<file path="config.mk">
export PLATFORM = sky130hd
export DESIGN_NAME = ascon128_aead_encrypt_top_flat
export DESIGN_NICKNAME = d
export VERILOG_FILES = /design/src/rtl/ascon_pkg.sv /design/src/rtl/ascon_if.sv /design/src/rtl/ascon_front.sv /design/src/rtl/ascon_fifo.sv /design/src/rtl/ascon_core.sv /design/src/rtl/ascon128_aead_encrypt_top.sv /design/src/flat_wrapper.sv
export SDC_FILE = /design/constraint.sdc
export NUM_CORES = 2
export LEC_CHECK = 0
export BUFFER_PORTS_ARGS = -buffer_cell sky130_fd_sc_hd__buf_2
export CAP_MARGIN = 40
export CORE_ASPECT_RATIO = 1.25
export CORE_MARGIN = 4
export CORE_UTILIZATION = 52
export CTS_CLUSTER_DIAMETER = 100
export DETAILED_ROUTE_END_ITERATION = 8
export MAX_ROUTING_LAYER = met4
export PLACE_DENSITY = 0.79
export SLEW_MARGIN = 15
export SYNTH_ARGS = -nofsm -noshare
export SYNTH_HDL_FRONTEND = slang
export SYNTH_SLANG_ARGS = --single-unit
export TNS_END_PERCENT = 30
</file>
<file path="constraint.sdc">
create_clock -name clk -period 20.1 [get_ports clk]
set_input_delay 0 -clock clk [delete_from_list [all_inputs] [get_ports clk]]
set_output_delay 0 -clock clk [all_outputs]
set_load 0.02 [all_outputs]
</file>
<file path="src/rtl/ascon_pkg.sv">
package ascon_pkg;

    typedef logic [63:0] word_t;
    typedef word_t [4:0] state_t;

    localparam word_t IV_WORD = 64'h80400c0600000000;
    localparam word_t PAD_TOP = 64'h8000000000000000;
    localparam word_t DSEP_BIT = 64'h0000000000000001;

    localparam int CFG_IDX_W = 2;
    typedef logic [CFG_IDX_W-1:0] cfg_idx_t;
    localparam cfg_idx_t REG_KEY_HIGH = 2'd0;
    localparam cfg_idx_t REG_KEY_LOW = 2'd1;

    localparam int DEFAULT_QUEUE_DEPTH = 2;

    localparam int RC_W = 4;
    localparam logic [RC_W-1:0] RC_FIRST_A = RC_W'(12 - 12);
    localparam logic [RC_W-1:0] RC_FIRST_B = RC_W'(12 - 6);
    localparam logic [RC_W-1:0] RC_LAST = RC_W'(11);

    localparam logic [3:0] FULL_BYTES = 4'd8;

    typedef enum logic [1:0] {
        CMD_START = 2'd0,
        CMD_ASSOC = 2'd1,
        CMD_PLAIN = 2'd2,
        CMD_UNUSED = 2'd3
    } cmd_t;

    typedef enum logic [1:0] {
        PH_IDLE,
        PH_ASSOC_EMPTY,
        PH_ASSOC_DATA,
        PH_PLAIN
    } phase_t;

    typedef enum logic [1:0] {
        OP_START,
        OP_ASSOC,
        OP_PLAIN
    } op_kind_t;

    typedef enum logic [1:0] {
        B_IDLE,
        B_RUN,
        B_EMIT
    } bstate_t;

    typedef struct packed {
        op_kind_t   kind;
        word_t      data;
        word_t      nonce_low;
        logic [3:0] count;
        logic       fin;
        logic       pad_block;
        logic       skip_absorb;
        logic       dsep_first;
    } op_t;

    typedef struct packed {
        word_t high;
        word_t low;
    } key_t;

    function automatic logic [7:0] round_const(input logic [RC_W-1:0] idx);
        logic [7:0] rc;
        case (idx)
            4'd0:    rc = 8'hf0;
            4'd1:    rc = 8'he1;
            4'd2:    rc = 8'hd2;
            4'd3:    rc = 8'hc3;
            4'd4:    rc = 8'hb4;
            4'd5:    rc = 8'ha5;
            4'd6:    rc = 8'h96;
            4'd7:    rc = 8'h87;
            4'd8:    rc = 8'h78;
            4'd9:    rc = 8'h69;
            4'd10:   rc = 8'h5a;
            4'd11:   rc = 8'h4b;
            default: rc = 8'h00;
        endcase
        return rc;
    endfunction

    function automatic word_t ror64(input word_t v, input int n);
        return (v >> n) | (v << (64 - n));
    endfunction

    function automatic state_t perm_round(input state_t s, input logic [7:0] rc);
        state_t x;
        state_t t;
        state_t r;
        x = s;
        x[2] = x[2] ^ {56'd0, rc};
        x[0] = x[0] ^ x[4];
        x[4] = x[4] ^ x[3];
        x[2] = x[2] ^ x[1];
        t[0] = x[0] ^ (~x[1] & x[2]);
        t[1] = x[1] ^ (~x[2] & x[3]);
        t[2] = x[2] ^ (~x[3] & x[4]);
        t[3] = x[3] ^ (~x[4] & x[0]);
        t[4] = x[4] ^ (~x[0] & x[1]);
        t[1] = t[1] ^ t[0];
        t[0] = t[0] ^ t[4];
        t[3] = t[3] ^ t[2];
        t[2] = ~t[2];
        r[0] = t[0] ^ ror64(t[0], 19) ^ ror64(t[0], 28);
        r[1] = t[1] ^ ror64(t[1], 61) ^ ror64(t[1], 39);
        r[2] = t[2] ^ ror64(t[2], 1) ^ ror64(t[2], 6);
        r[3] = t[3] ^ ror64(t[3], 10) ^ ror64(t[3], 17);
        r[4] = t[4] ^ ror64(t[4], 7) ^ ror64(t[4], 41);
        return r;
    endfunction

    // Ones over the first cnt bytes, counted from bit 63.
    function automatic word_t byte_mask(input logic [3:0] cnt);
        word_t m;
        for (int i = 0; i < 8; i++) begin
            m[63-8*i -: 8] = (4'(i) < cnt) ? 8'hff : 8'h00;
        end
        return m;
    endfunction

    // Padding marker in the byte right after the last valid one.
    function automatic word_t pad_word(input logic [3:0] cnt);
        word_t p;
        p = '0;
        for (int i = 0; i < 8; i++) begin
            p[63-8*i] = (4'(i) == cnt);
        end
        return p;
    endfunction

endpackage

</file>
<file path="src/rtl/ascon_if.sv">
interface ascon_data_if;
    logic        valid;
    logic        ready;
    logic [1:0]  cmd;
    logic [63:0] block_high;
    logic [63:0] block_low;
    logic [3:0]  byte_count;
    logic        final_block;

    modport source (
        output valid, cmd, block_high, block_low, byte_count, final_block,
        input  ready
    );
    modport sink (
        input  valid, cmd, block_high, block_low, byte_count, final_block,
        output ready
    );
endinterface

interface ascon_res_if;
    logic        valid;
    logic        ready;
    logic [63:0] cipher_block;
    logic [3:0]  cipher_bytes;
    logic [63:0] tag_high;
    logic [63:0] tag_low;
    logic        tag_valid;

    modport source (
        output valid, cipher_block, cipher_bytes, tag_high, tag_low, tag_valid,
        input  ready
    );
    modport sink (
        input  valid, cipher_block, cipher_bytes, tag_high, tag_low, tag_valid,
        output ready
    );
endinterface

interface ascon_cfg_if import ascon_pkg::*; ();
    logic     valid;
    logic     ready;
    cfg_idx_t index;
    word_t    wdata;

    modport source (output valid, index, wdata, input ready);
    modport sink (input valid, index, wdata, output ready);
endinterface

</file>
<file path="src/rtl/ascon_front.sv">
module ascon_front import ascon_pkg::*; (
    input  logic         clk,
    input  logic         rst_n,
    ascon_data_if.sink   data,
    input  logic         full,
    output logic         push,
    output op_t          op
);

    phase_t     phase_reg;
    phase_t     phase_next;
    logic       accept;
    logic       in_assoc;
    logic       in_text;
    logic [3:0] cnt_clamp;
    logic       fin;

    assign data.ready = !full;
    assign accept = data.valid && !full;
    assign fin = data.final_block;
    assign cnt_clamp = (data.byte_count > FULL_BYTES) ? FULL_BYTES : data.byte_count;
    assign in_assoc = phase_reg inside {PH_ASSOC_EMPTY, PH_ASSOC_DATA};
    assign in_text = phase_reg inside {PH_ASSOC_EMPTY, PH_PLAIN};

    always_comb
    begin
        phase_next = phase_reg;
        if (accept)
        begin
            case (data.cmd)
                CMD_START: phase_next = PH_ASSOC_EMPTY;
                CMD_ASSOC:
                begin
                    if (in_assoc)
                    begin
                        phase_next = fin ? PH_PLAIN : PH_ASSOC_DATA;
                    end
                end
                CMD_PLAIN:
                begin
                    if (in_text)
                    begin
                        phase_next = fin ? PH_IDLE : PH_PLAIN;
                    end
                end
                default: phase_next = phase_reg;
            endcase
        end
    end

    always_comb
    begin
        push = 1'b0;
        op.kind = OP_START;
        op.nonce_low = data.block_low;
        op.fin = fin;
        op.count = fin ? cnt_clamp : FULL_BYTES;
        op.pad_block = fin && (cnt_clamp == FULL_BYTES);
        op.skip_absorb = fin && (cnt_clamp == 4'd0) && (phase_reg == PH_ASSOC_EMPTY);
        op.dsep_first = (phase_reg == PH_ASSOC_EMPTY);
        // A short final block carries its own padding byte.
        if (fin && (cnt_clamp != FULL_BYTES))
        begin
            op.data = (data.block_high & byte_mask(cnt_clamp)) ^ pad_word(cnt_clamp);
        end
        else
        begin
            op.data = data.block_high;
        end
        case (data.cmd)
            CMD_START:
            begin
                // The nonce word is taken whole, whatever the count and final flag say.
                op.kind = OP_START;
                op.data = data.block_high;
                op.pad_block = 1'b0;
                push = accept;
            end
            CMD_ASSOC:
            begin
                op.kind = OP_ASSOC;
                push = accept && in_assoc;
            end
            CMD_PLAIN:
            begin
                op.kind = OP_PLAIN;
                push = accept && in_text;
            end
            default: push = 1'b0;
        endcase
    end

    always_ff @(posedge clk or negedge rst_n)
    begin
        if (!rst_n)
        begin
            phase_reg <= PH_IDLE;
        end
        else
        begin
            phase_reg <= phase_next;
        end
    end

endmodule

</file>
<file path="src/rtl/ascon_fifo.sv">
module ascon_fifo import ascon_pkg::*; #(
    parameter int DEPTH = DEFAULT_QUEUE_DEPTH
) (
    input  logic clk,
    input  logic rst_n,
    input  logic push,
    input  op_t  wr_op,
    output logic full,
    input  logic pop,
    output op_t  rd_op,
    output logic empty
);

    localparam int PTR_W = (DEPTH > 1) ? $clog2(DEPTH) : 1;
    localparam int CNT_W = $clog2(DEPTH + 1);
    localparam logic [PTR_W-1:0] LAST_PTR = PTR_W'(DEPTH - 1);

    op_t              mem [DEPTH];
    logic [PTR_W-1:0] wr_ptr_reg;
    logic [PTR_W-1:0] wr_ptr_next;
    logic [PTR_W-1:0] rd_ptr_reg;
    logic [PTR_W-1:0] rd_ptr_next;
    logic [CNT_W-1:0] count_reg;
    logic [CNT_W-1:0] count_next;
    logic             do_push;
    logic             do_pop;

    assign full = (count_reg == CNT_W'(DEPTH));
    assign empty = (count_reg == '0);
    assign do_push = push && !full;
    assign do_pop = pop && !empty;
    assign rd_op = mem[rd_ptr_reg];

    always_comb
    begin
        wr_ptr_next = wr_ptr_reg;
        rd_ptr_next = rd_ptr_reg;
        count_next = count_reg;
        if (do_push)
        begin
            wr_ptr_next = (wr_ptr_reg == LAST_PTR) ? '0 : wr_ptr_reg + 1'b1;
        end
        if (do_pop)
        begin
            rd_ptr_next = (rd_ptr_reg == LAST_PTR) ? '0 : rd_ptr_reg + 1'b1;
        end
        if (do_push && !do_pop)
        begin
            count_next = count_reg + 1'b1;
        end
        else if (do_pop && !do_push)
        begin
            count_next = count_reg - 1'b1;
        end
    end

    always_ff @(posedge clk or negedge rst_n)
    begin
        if (!rst_n)
        begin
            wr_ptr_reg <= '0;
            rd_ptr_reg <= '0;
            count_reg <= '0;
        end
        else
        begin
            wr_ptr_reg <= wr_ptr_next;
            rd_ptr_reg <= rd_ptr_next;
            count_reg <= count_next;
        end
    end

    always_ff @(posedge clk)
    begin
        if (do_push)
        begin
            mem[wr_ptr_reg] <= wr_op;
        end
    end

endmodule

</file>
<file path="src/rtl/ascon_core.sv">
module ascon_core import ascon_pkg::*; (
    input  logic        clk,
    input  logic        rst_n,
    input  op_t         op,
    input  logic        empty,
    output logic        pop,
    input  key_t        key,
    ascon_res_if.source result
);

    bstate_t         state_reg;
    bstate_t         state_next;
    state_t          st_reg;
    state_t          st_next;
    logic [RC_W-1:0] rc_reg;
    logic [RC_W-1:0] rc_next;
    logic            second_reg;
    logic            second_next;
    op_t             cur_reg;
    op_t             cur_next;
    word_t           cipher_reg;
    word_t           cipher_next;

    word_t           pend_cipher_reg;
    word_t           pend_cipher_next;
    logic [3:0]      pend_bytes_reg;
    logic [3:0]      pend_bytes_next;
    word_t           pend_tag_high_reg;
    word_t           pend_tag_high_next;
    word_t           pend_tag_low_reg;
    word_t           pend_tag_low_next;
    logic            pend_tagv_reg;
    logic            pend_tagv_next;

    logic            out_valid_reg;
    logic            out_valid_next;
    word_t           out_cipher_reg;
    word_t           out_cipher_next;
    logic [3:0]      out_bytes_reg;
    logic [3:0]      out_bytes_next;
    word_t           out_tag_high_reg;
    word_t           out_tag_high_next;
    word_t           out_tag_low_reg;
    word_t           out_tag_low_next;
    logic            out_tagv_reg;
    logic            out_tagv_next;

    state_t          rnd;
    state_t          pre;
    logic [RC_W-1:0] pre_rc;
    logic            last;
    logic            need_second;
    logic            skip_now;
    logic            out_free;

    assign rnd = perm_round(st_reg, round_const(rc_reg));
    assign last = (rc_reg == RC_LAST);
    // A full final block is followed by a padding block of its own.
    assign need_second = !second_reg && cur_reg.pad_block && (cur_reg.kind != OP_START);
    assign skip_now = (op.kind == OP_ASSOC) && op.skip_absorb;
    assign out_free = !out_valid_reg || result.ready;

    assign result.valid = out_valid_reg;
    assign result.cipher_block = out_cipher_reg;
    assign result.cipher_bytes = out_bytes_reg;
    assign result.tag_high = out_tag_high_reg;
    assign result.tag_low = out_tag_low_reg;
    assign result.tag_valid = out_tagv_reg;

    // State words as they stand when the item's first round begins.
    always_comb
    begin
        pre = st_reg;
        pre_rc = RC_FIRST_B;
        case (op.kind)
            OP_START:
            begin
                pre[0] = IV_WORD;
                pre[1] = key.high;
                pre[2] = key.low;
                pre[3] = op.data;
                pre[4] = op.nonce_low;
                pre_rc = RC_FIRST_A;
            end
            OP_ASSOC:
            begin
                if (op.skip_absorb)
                begin
                    pre[4] = st_reg[4] ^ DSEP_BIT;
                end
                else
                begin
                    pre[0] = st_reg[0] ^ op.data;
                end
            end
            OP_PLAIN:
            begin
                pre[0] = st_reg[0] ^ op.data;
                if (op.dsep_first)
                begin
                    pre[4] = st_reg[4] ^ DSEP_BIT;
                end
                if (op.fin && !op.pad_block)
                begin
                    pre[1] = st_reg[1] ^ key.high;
                    pre[2] = st_reg[2] ^ key.low;
                    pre_rc = RC_FIRST_A;
                end
            end
            default: pre = st_reg;
        endcase
    end

    always_comb
    begin
        state_next = state_reg;
        case (state_reg)
            B_IDLE:
            begin
                if (!empty && !skip_now)
                begin
                    state_next = B_RUN;
                end
            end
            B_RUN:
            begin
                if (last && !need_second)
                begin
                    state_next = (cur_reg.kind == OP_PLAIN) ? B_EMIT : B_IDLE;
                end
            end
            B_EMIT:
            begin
                if (out_free)
                begin
                    state_next = B_IDLE;
                end
            end
            default: state_next = B_IDLE;
        endcase
    end

    always_comb
    begin
        pop = 1'b0;
        st_next = st_reg;
        rc_next = rc_reg;
        second_next = second_reg;
        cur_next = cur_reg;
        cipher_next = cipher_reg;
        pend_cipher_next = pend_cipher_reg;
        pend_bytes_next = pend_bytes_reg;
        pend_tag_high_next = pend_tag_high_reg;
        pend_tag_low_next = pend_tag_low_reg;
        pend_tagv_next = pend_tagv_reg;
        out_valid_next = out_valid_reg && !result.ready;
        out_cipher_next = out_cipher_reg;
        out_bytes_next = out_bytes_reg;
        out_tag_high_next = out_tag_high_reg;
        out_tag_low_next = out_tag_low_reg;
        out_tagv_next = out_tagv_reg;
        case (state_reg)
            B_IDLE:
            begin
                if (!empty)
                begin
                    pop = 1'b1;
                    cur_next = op;
                    second_next = 1'b0;
                    st_next = pre;
                    rc_next = pre_rc;
                    cipher_next = (st_reg[0] ^ op.data) & byte_mask(op.count);
                end
            end
            B_RUN:
            begin
                if (!last)
                begin
                    st_next = rnd;
                    rc_next = rc_reg + 1'b1;
                end
                else if (need_second)
                begin
                    st_next = rnd;
                    st_next[0] = rnd[0] ^ PAD_TOP;
                    second_next = 1'b1;
                    rc_next = RC_FIRST_B;
                    if (cur_reg.kind == OP_PLAIN)
                    begin
                        st_next[1] = rnd[1] ^ key.high;
                        st_next[2] = rnd[2] ^ key.low;
                        rc_next = RC_FIRST_A;
                    end
                end
                else
                begin
                    st_next = rnd;
                    case (cur_reg.kind)
                        OP_START:
                        begin
                            st_next[3] = rnd[3] ^ key.high;
                            st_next[4] = rnd[4] ^ key.low;
                        end
                        OP_ASSOC:
                        begin
                            if (cur_reg.fin)
                            begin
                                st_next[4] = rnd[4] ^ DSEP_BIT;
                            end
                        end
                        OP_PLAIN:
                        begin
                            pend_cipher_next = cipher_reg;
                            pend_bytes_next = cur_reg.count;
                            pend_tagv_next = cur_reg.fin;
                            pend_tag_high_next = cur_reg.fin ? (rnd[3] ^ key.high) : '0;
                            pend_tag_low_next = cur_reg.fin ? (rnd[4] ^ key.low) : '0;
                        end
                        default: st_next = rnd;
                    endcase
                end
            end
            B_EMIT:
            begin
                if (out_free)
                begin
                    out_valid_next = 1'b1;
                    out_cipher_next = pend_cipher_reg;
                    out_bytes_next = pend_bytes_reg;
                    out_tag_high_next = pend_tag_high_reg;
                    out_tag_low_next = pend_tag_low_reg;
                    out_tagv_next = pend_tagv_reg;
                end
            end
            default: pop = 1'b0;
        endcase
    end

    always_ff @(posedge clk or negedge rst_n)
    begin
        if (!rst_n)
        begin
            state_reg <= B_IDLE;
            rc_reg <= '0;
            second_reg <= 1'b0;
            out_valid_reg <= 1'b0;
        end
        else
        begin
            state_reg <= state_next;
            rc_reg <= rc_next;
            second_reg <= second_next;
            out_valid_reg <= out_valid_next;
        end
    end

    always_ff @(posedge clk)
    begin
        st_reg <= st_next;
        cur_reg <= cur_next;
        cipher_reg <= cipher_next;
        pend_cipher_reg <= pend_cipher_next;
        pend_bytes_reg <= pend_bytes_next;
        pend_tag_high_reg <= pend_tag_high_next;
        pend_tag_low_reg <= pend_tag_low_next;
        pend_tagv_reg <= pend_tagv_next;
        out_cipher_reg <= out_cipher_next;
        out_bytes_reg <= out_bytes_next;
        out_tag_high_reg <= out_tag_high_next;
        out_tag_low_reg <= out_tag_low_next;
        out_tagv_reg <= out_tagv_next;
    end

endmodule

</file>
<file path="src/rtl/ascon128_aead_encrypt_top.sv">
// Ascon-128 encryption: one permutation round per cycle in the back engine.
// The engine takes one queued item at a time; a full final associated-data or
// plaintext block is followed by a second permutation for its padding block.
// A plaintext result goes to the pending registers, then waits in B_EMIT for a free output register.
// rst_n is asynchronous and active low; it clears the keys, the phase and the queue.
module ascon128_aead_encrypt_top import ascon_pkg::*; #(
    parameter int QUEUE_DEPTH = DEFAULT_QUEUE_DEPTH
) (
    input  logic        clk,
    input  logic        rst_n,
    ascon_data_if.sink  data,
    ascon_res_if.source result,
    ascon_cfg_if.sink   cfg
);

    key_t key_reg;
    key_t key_next;
    logic push;
    logic pop;
    logic full;
    logic empty;
    op_t  wr_op;
    op_t  rd_op;

    assign cfg.ready = 1'b1;

    always_comb
    begin
        key_next = key_reg;
        if (cfg.valid)
        begin
            case (cfg.index)
                REG_KEY_HIGH: key_next.high = cfg.wdata;
                REG_KEY_LOW:  key_next.low = cfg.wdata;
                default:      key_next = key_reg;
            endcase
        end
    end

    always_ff @(posedge clk or negedge rst_n)
    begin
        if (!rst_n)
        begin
            key_reg <= '0;
        end
        else
        begin
            key_reg <= key_next;
        end
    end

    ascon_front u_front (
        .clk   (clk),
        .rst_n (rst_n),
        .data  (data),
        .full  (full),
        .push  (push),
        .op    (wr_op)
    );

    ascon_fifo #(
        .DEPTH (QUEUE_DEPTH)
    ) u_fifo (
        .clk   (clk),
        .rst_n (rst_n),
        .push  (push),
        .wr_op (wr_op),
        .full  (full),
        .pop   (pop),
        .rd_op (rd_op),
        .empty (empty)
    );

    ascon_core u_core (
        .clk    (clk),
        .rst_n  (rst_n),
        .op     (rd_op),
        .empty  (empty),
        .pop    (pop),
        .key    (key_reg),
        .result (result)
    );

endmodule

</file>
<file path="src/flat_wrapper.sv">
// flat-port wrapper written by rule: the top's interface ports become plain ports
module ascon128_aead_encrypt_top_flat import ascon_pkg::*;
#(
    parameter int QUEUE_DEPTH = DEFAULT_QUEUE_DEPTH
)
  (clk, rst_n, data_valid, data_cmd, data_block_high, data_block_low, data_byte_count, data_final_block, data_ready, result_valid, result_cipher_block, result_cipher_bytes, result_tag_high, result_tag_low, result_tag_valid, result_ready, cfg_valid, cfg_index, cfg_wdata, cfg_ready);
  ascon_data_if data_i ();
  ascon_res_if result_i ();
  ascon_cfg_if cfg_i ();
  input  logic clk;
  input  logic rst_n;
  input wire logic [$bits(data_i.valid)-1:0] data_valid;
  input wire logic [$bits(data_i.cmd)-1:0] data_cmd;
  input wire logic [$bits(data_i.block_high)-1:0] data_block_high;
  input wire logic [$bits(data_i.block_low)-1:0] data_block_low;
  input wire logic [$bits(data_i.byte_count)-1:0] data_byte_count;
  input wire logic [$bits(data_i.final_block)-1:0] data_final_block;
  output wire logic [$bits(data_i.ready)-1:0] data_ready;
  output wire logic [$bits(result_i.valid)-1:0] result_valid;
  output wire logic [$bits(result_i.cipher_block)-1:0] result_cipher_block;
  output wire logic [$bits(result_i.cipher_bytes)-1:0] result_cipher_bytes;
  output wire logic [$bits(result_i.tag_high)-1:0] result_tag_high;
  output wire logic [$bits(result_i.tag_low)-1:0] result_tag_low;
  output wire logic [$bits(result_i.tag_valid)-1:0] result_tag_valid;
  input wire logic [$bits(result_i.ready)-1:0] result_ready;
  input wire logic [$bits(cfg_i.valid)-1:0] cfg_valid;
  input wire logic [$bits(cfg_i.index)-1:0] cfg_index;
  input wire logic [$bits(cfg_i.wdata)-1:0] cfg_wdata;
  output wire logic [$bits(cfg_i.ready)-1:0] cfg_ready;
  assign data_i.valid = data_valid;
  assign data_i.cmd = data_cmd;
  assign data_i.block_high = data_block_high;
  assign data_i.block_low = data_block_low;
  assign data_i.byte_count = data_byte_count;
  assign data_i.final_block = data_final_block;
  assign data_ready = data_i.ready;
  assign result_valid = result_i.valid;
  assign result_cipher_block = result_i.cipher_block;
  assign result_cipher_bytes = result_i.cipher_bytes;
  assign result_tag_high = result_i.tag_high;
  assign result_tag_low = result_i.tag_low;
  assign result_tag_valid = result_i.tag_valid;
  assign result_i.ready = result_ready;
  assign cfg_i.valid = cfg_valid;
  assign cfg_i.index = cfg_index;
  assign cfg_i.wdata = cfg_wdata;
  assign cfg_ready = cfg_i.ready;
  ascon128_aead_encrypt_top #(.QUEUE_DEPTH(QUEUE_DEPTH)) u_core (.clk(clk), .rst_n(rst_n), .data(data_i), .result(result_i), .cfg(cfg_i));
endmodule
</file>
==> metrics.txt <==
startpoint types=flip-flop; initial core utilization=0.524; YS warnings=0; Placer Congestion=1.06; Routed wire per std cell=31.1 microns; slew margin rel.=-0.103; CP Capture Type=flip-flop; DR pass1 iterations=5; max reg flops=320; vias in the first global route=43200; syn_nets=slightly above 5000; GR Util met1=0.439; Fill cells=just over 9000; layout cells sized above 1=0.183; ys async rst share=0.118; Iter 0 DRT Violations=about 5300; Fmax=approximately 220 MHz; H-tree Lvls=3; met2 Usage GRT=0.574; Area Overhead vs Synth=18.8%; crit path max fanout=approximately 160; hpwl dp=171000 microns; Post-Syn Area per Cell=13.5 sq um; status=complete, but fails checks; most frequent cells in the layout=1062 x edfxtp_1, 681 x xnor2_1, 443 x nand2_1, 404 x buf_2, 377 x xor2_1; WP data arrival=slightly below 5 ns; grt ovf=0; Netlist cell types=61; largest net degree at the start of global routing=163; GRT Total Usage=0.354; Post-Synthesis Cells=4840; met3 usage=0.0564; Vias/cell=a little under 6; most common cell after layout, fill and taps aside=edfxtp_1; Die W=326 microns; Hold Path Class=input port to flip-flop; number of remaining DRC errors=0; CTS root buf=clkbuf_16; initial antenna violation count=4; die area=0.132 sq mm; register area share after synthesis=0.541; Post-synth EDFFs=1062; Final Core Density=0.622; violated checks=max-slew violations; post-route setup TNS=0 ns; CTS Buf Count=around 120; Yosys reg bits=around 1200; Core Rows=145; Detail Route Antenna Nets=0; final wirelength=231000 microns; routed via count=44000; max-cap viol count=0; worst hold slack=~0.014 ns; post-synthesis cell type with the largest combined area=edfxtp_1; Slew @ Worst Pin=1.65 ns; Buffers on Ports=404; dominant cells by area after synthesis=edfxtp_1 49%, xnor2_1 9.1%, xnor3_1 6.5%, dfrtp_1 5.4%, xor2_1 5.0%; clock slew at reported path FFs=0.07 ns; Worst Skew=0.0529 ns; Clock Latency Late Sink=roughly 0.81 ns; fin crit share=0.224; clock buffer depth=3; CTS tree=done; first-pass GRT wire length=321000 microns; Post-CTS Setup Bufs=0; final net count=slightly above 6000; num ports=slightly above 400; Core Area=approximately 0.13 sq mm; WS Path Type=flip-flop to flip-flop; Post-synth top flop=edfxtp_1; Fin. Hold Viols=0; dpl ws=about 16 ns; Finish-stage setup viols=0; CTS sink cnt=1204; final count of pins violating max slew=90; top-area cell type share of the netlist area=0.486; synthesized area=0.0656 sq mm; Most Used Layer, Global Route=met2; final worst slack=15.60 ns; unrepaired setup endpoints after global routing=no; Die Span Y=405 microns; CP required=20.49 ns; crit path time final=4.50 ns
[cell type report]
| type | count | area (sq um) | area share |
|---|---|---|---|
| Inverter | 143 | 537 | 0.00689 |
| Sequential cell | 1204 | 35400 | 0.455 |
| Timing Repair Buffer | 907 | 6880 | 0.0883 |
| Tap cell | 1617 | 2020 | 0.0260 |
| Clock inverter | 77 | 833 | 0.0107 |
| Clock buffer | 143 | 3090 | 0.0397 |
| Multi-Input combinational cell | 3325 | 29100 | 0.373 |
| Antenna cell | 4 | 10.0 | 0.000129 |
[routing by layer]
| metal | vias up | wire, microns |
|---|---|---|
| li1 | 18800 | - |
| met1 | 22300 | 86600 |
| met2 | 2454 | 111000 |
| met3 | 502 | 19400 |
| met4 | 0 | 13700 |
| met5 | - | 0 |
[path summary, 6_finish.rpt]
kind / from / to / slack, ns / depth (start not counted)
hold reg to reg: u_core.u_core.pend_cipher_reg[29]$_DFFE_PP_ / u_core.u_core.result.cipher_block[29]$_DFFE_PP_ / 0.39 / 0
hold / removal: cfg_wdata[40] / u_core.key_reg[104]$_DFFE_PN0P_ / 0.01 / 3
setup reg to reg: u_core.u_core.state_reg[0]$_DFFE_PN0P_ / u_core.u_core.pend_tag_low_reg[39]$_SDFFCE_PN0P_ / 15.60 / 7
setup / recovery: u_core.u_core.state_reg[0]$_DFFE_PN0P_ / u_core.u_core.pend_tag_low_reg[39]$_SDFFCE_PN0P_ / 15.60 / 7
max in group asynchronous: rst_n / u_core.u_fifo.rd_ptr_reg$_DFFE_PN0P_ / 19.01 / 4
min in group asynchronous: rst_n / u_core.key_reg[13]$_DFFE_PN0P_ / 0.36 / 4
[logic make-up (layout without fill, tap and decap cells)]
group,Yosys count,after routing,synth area share
DFF,1204,1204,0.541
xor gates and xnor gates,1364,1364,0.238
muxes,391,391,0.0624
adders and majority gates,142,142,0.0270
AOI/OAI and AO/OA,541,541,0.0530
other,1,5,0.0000572
buffers and inverters,311,1270,0.0185
and+or+nand+nor,886,886,0.0601
[metrics by stage]
stage                     cell area, sq um  std cells
after floorplan                      65600       4840
after global placement               69700       6768
after detailed placement             70700       6884
after CTS                            77700       7406
after global routing                 77900       7418
final                                77900       7420
[Yosys cell counts, types with 13 or more instances]
master        n
and2_1      174
o2bb2ai_1    15
nor2_1      203
edfxtp_1   1062
inv_1       143
o21ai_0      92
nor2b_1      22
a21oi_1     173
buf_1        13
mux2_2      137
o21ai_1      13
o22ai_1     108
nand2_1     444
xor2_2       55
a22o_1       58
xnor2_2      36
xor3_1       17
xnor2_1     682
xor2_1      377
buf_2        29
dfrtp_1     142
mux2i_1     252
ha_1        139
xnor3_1     189
clkbuf_1    123
a221o_1      57
[what timing repair did]
action / 4_1_cts / 5_1_grt
resized for setup: 0 / 0
endpoints found under the hold margin: 550 / 0
hold buffers: 302 / 0
[critical path, stage by stage (launching register included)]
cell and delay [ns]:
dfrtp_1 0.62, nor2b_4 0.25, buf_12 0.41, nand2_1 0.25, nor2_4 0.31, buf_4 0.56
buf_4 0.56, buf_4 0.69
Power is left out: the tool's default activity adds up to more than one toggle a clock period on the data nets, which glitch-free logic cannot reach.
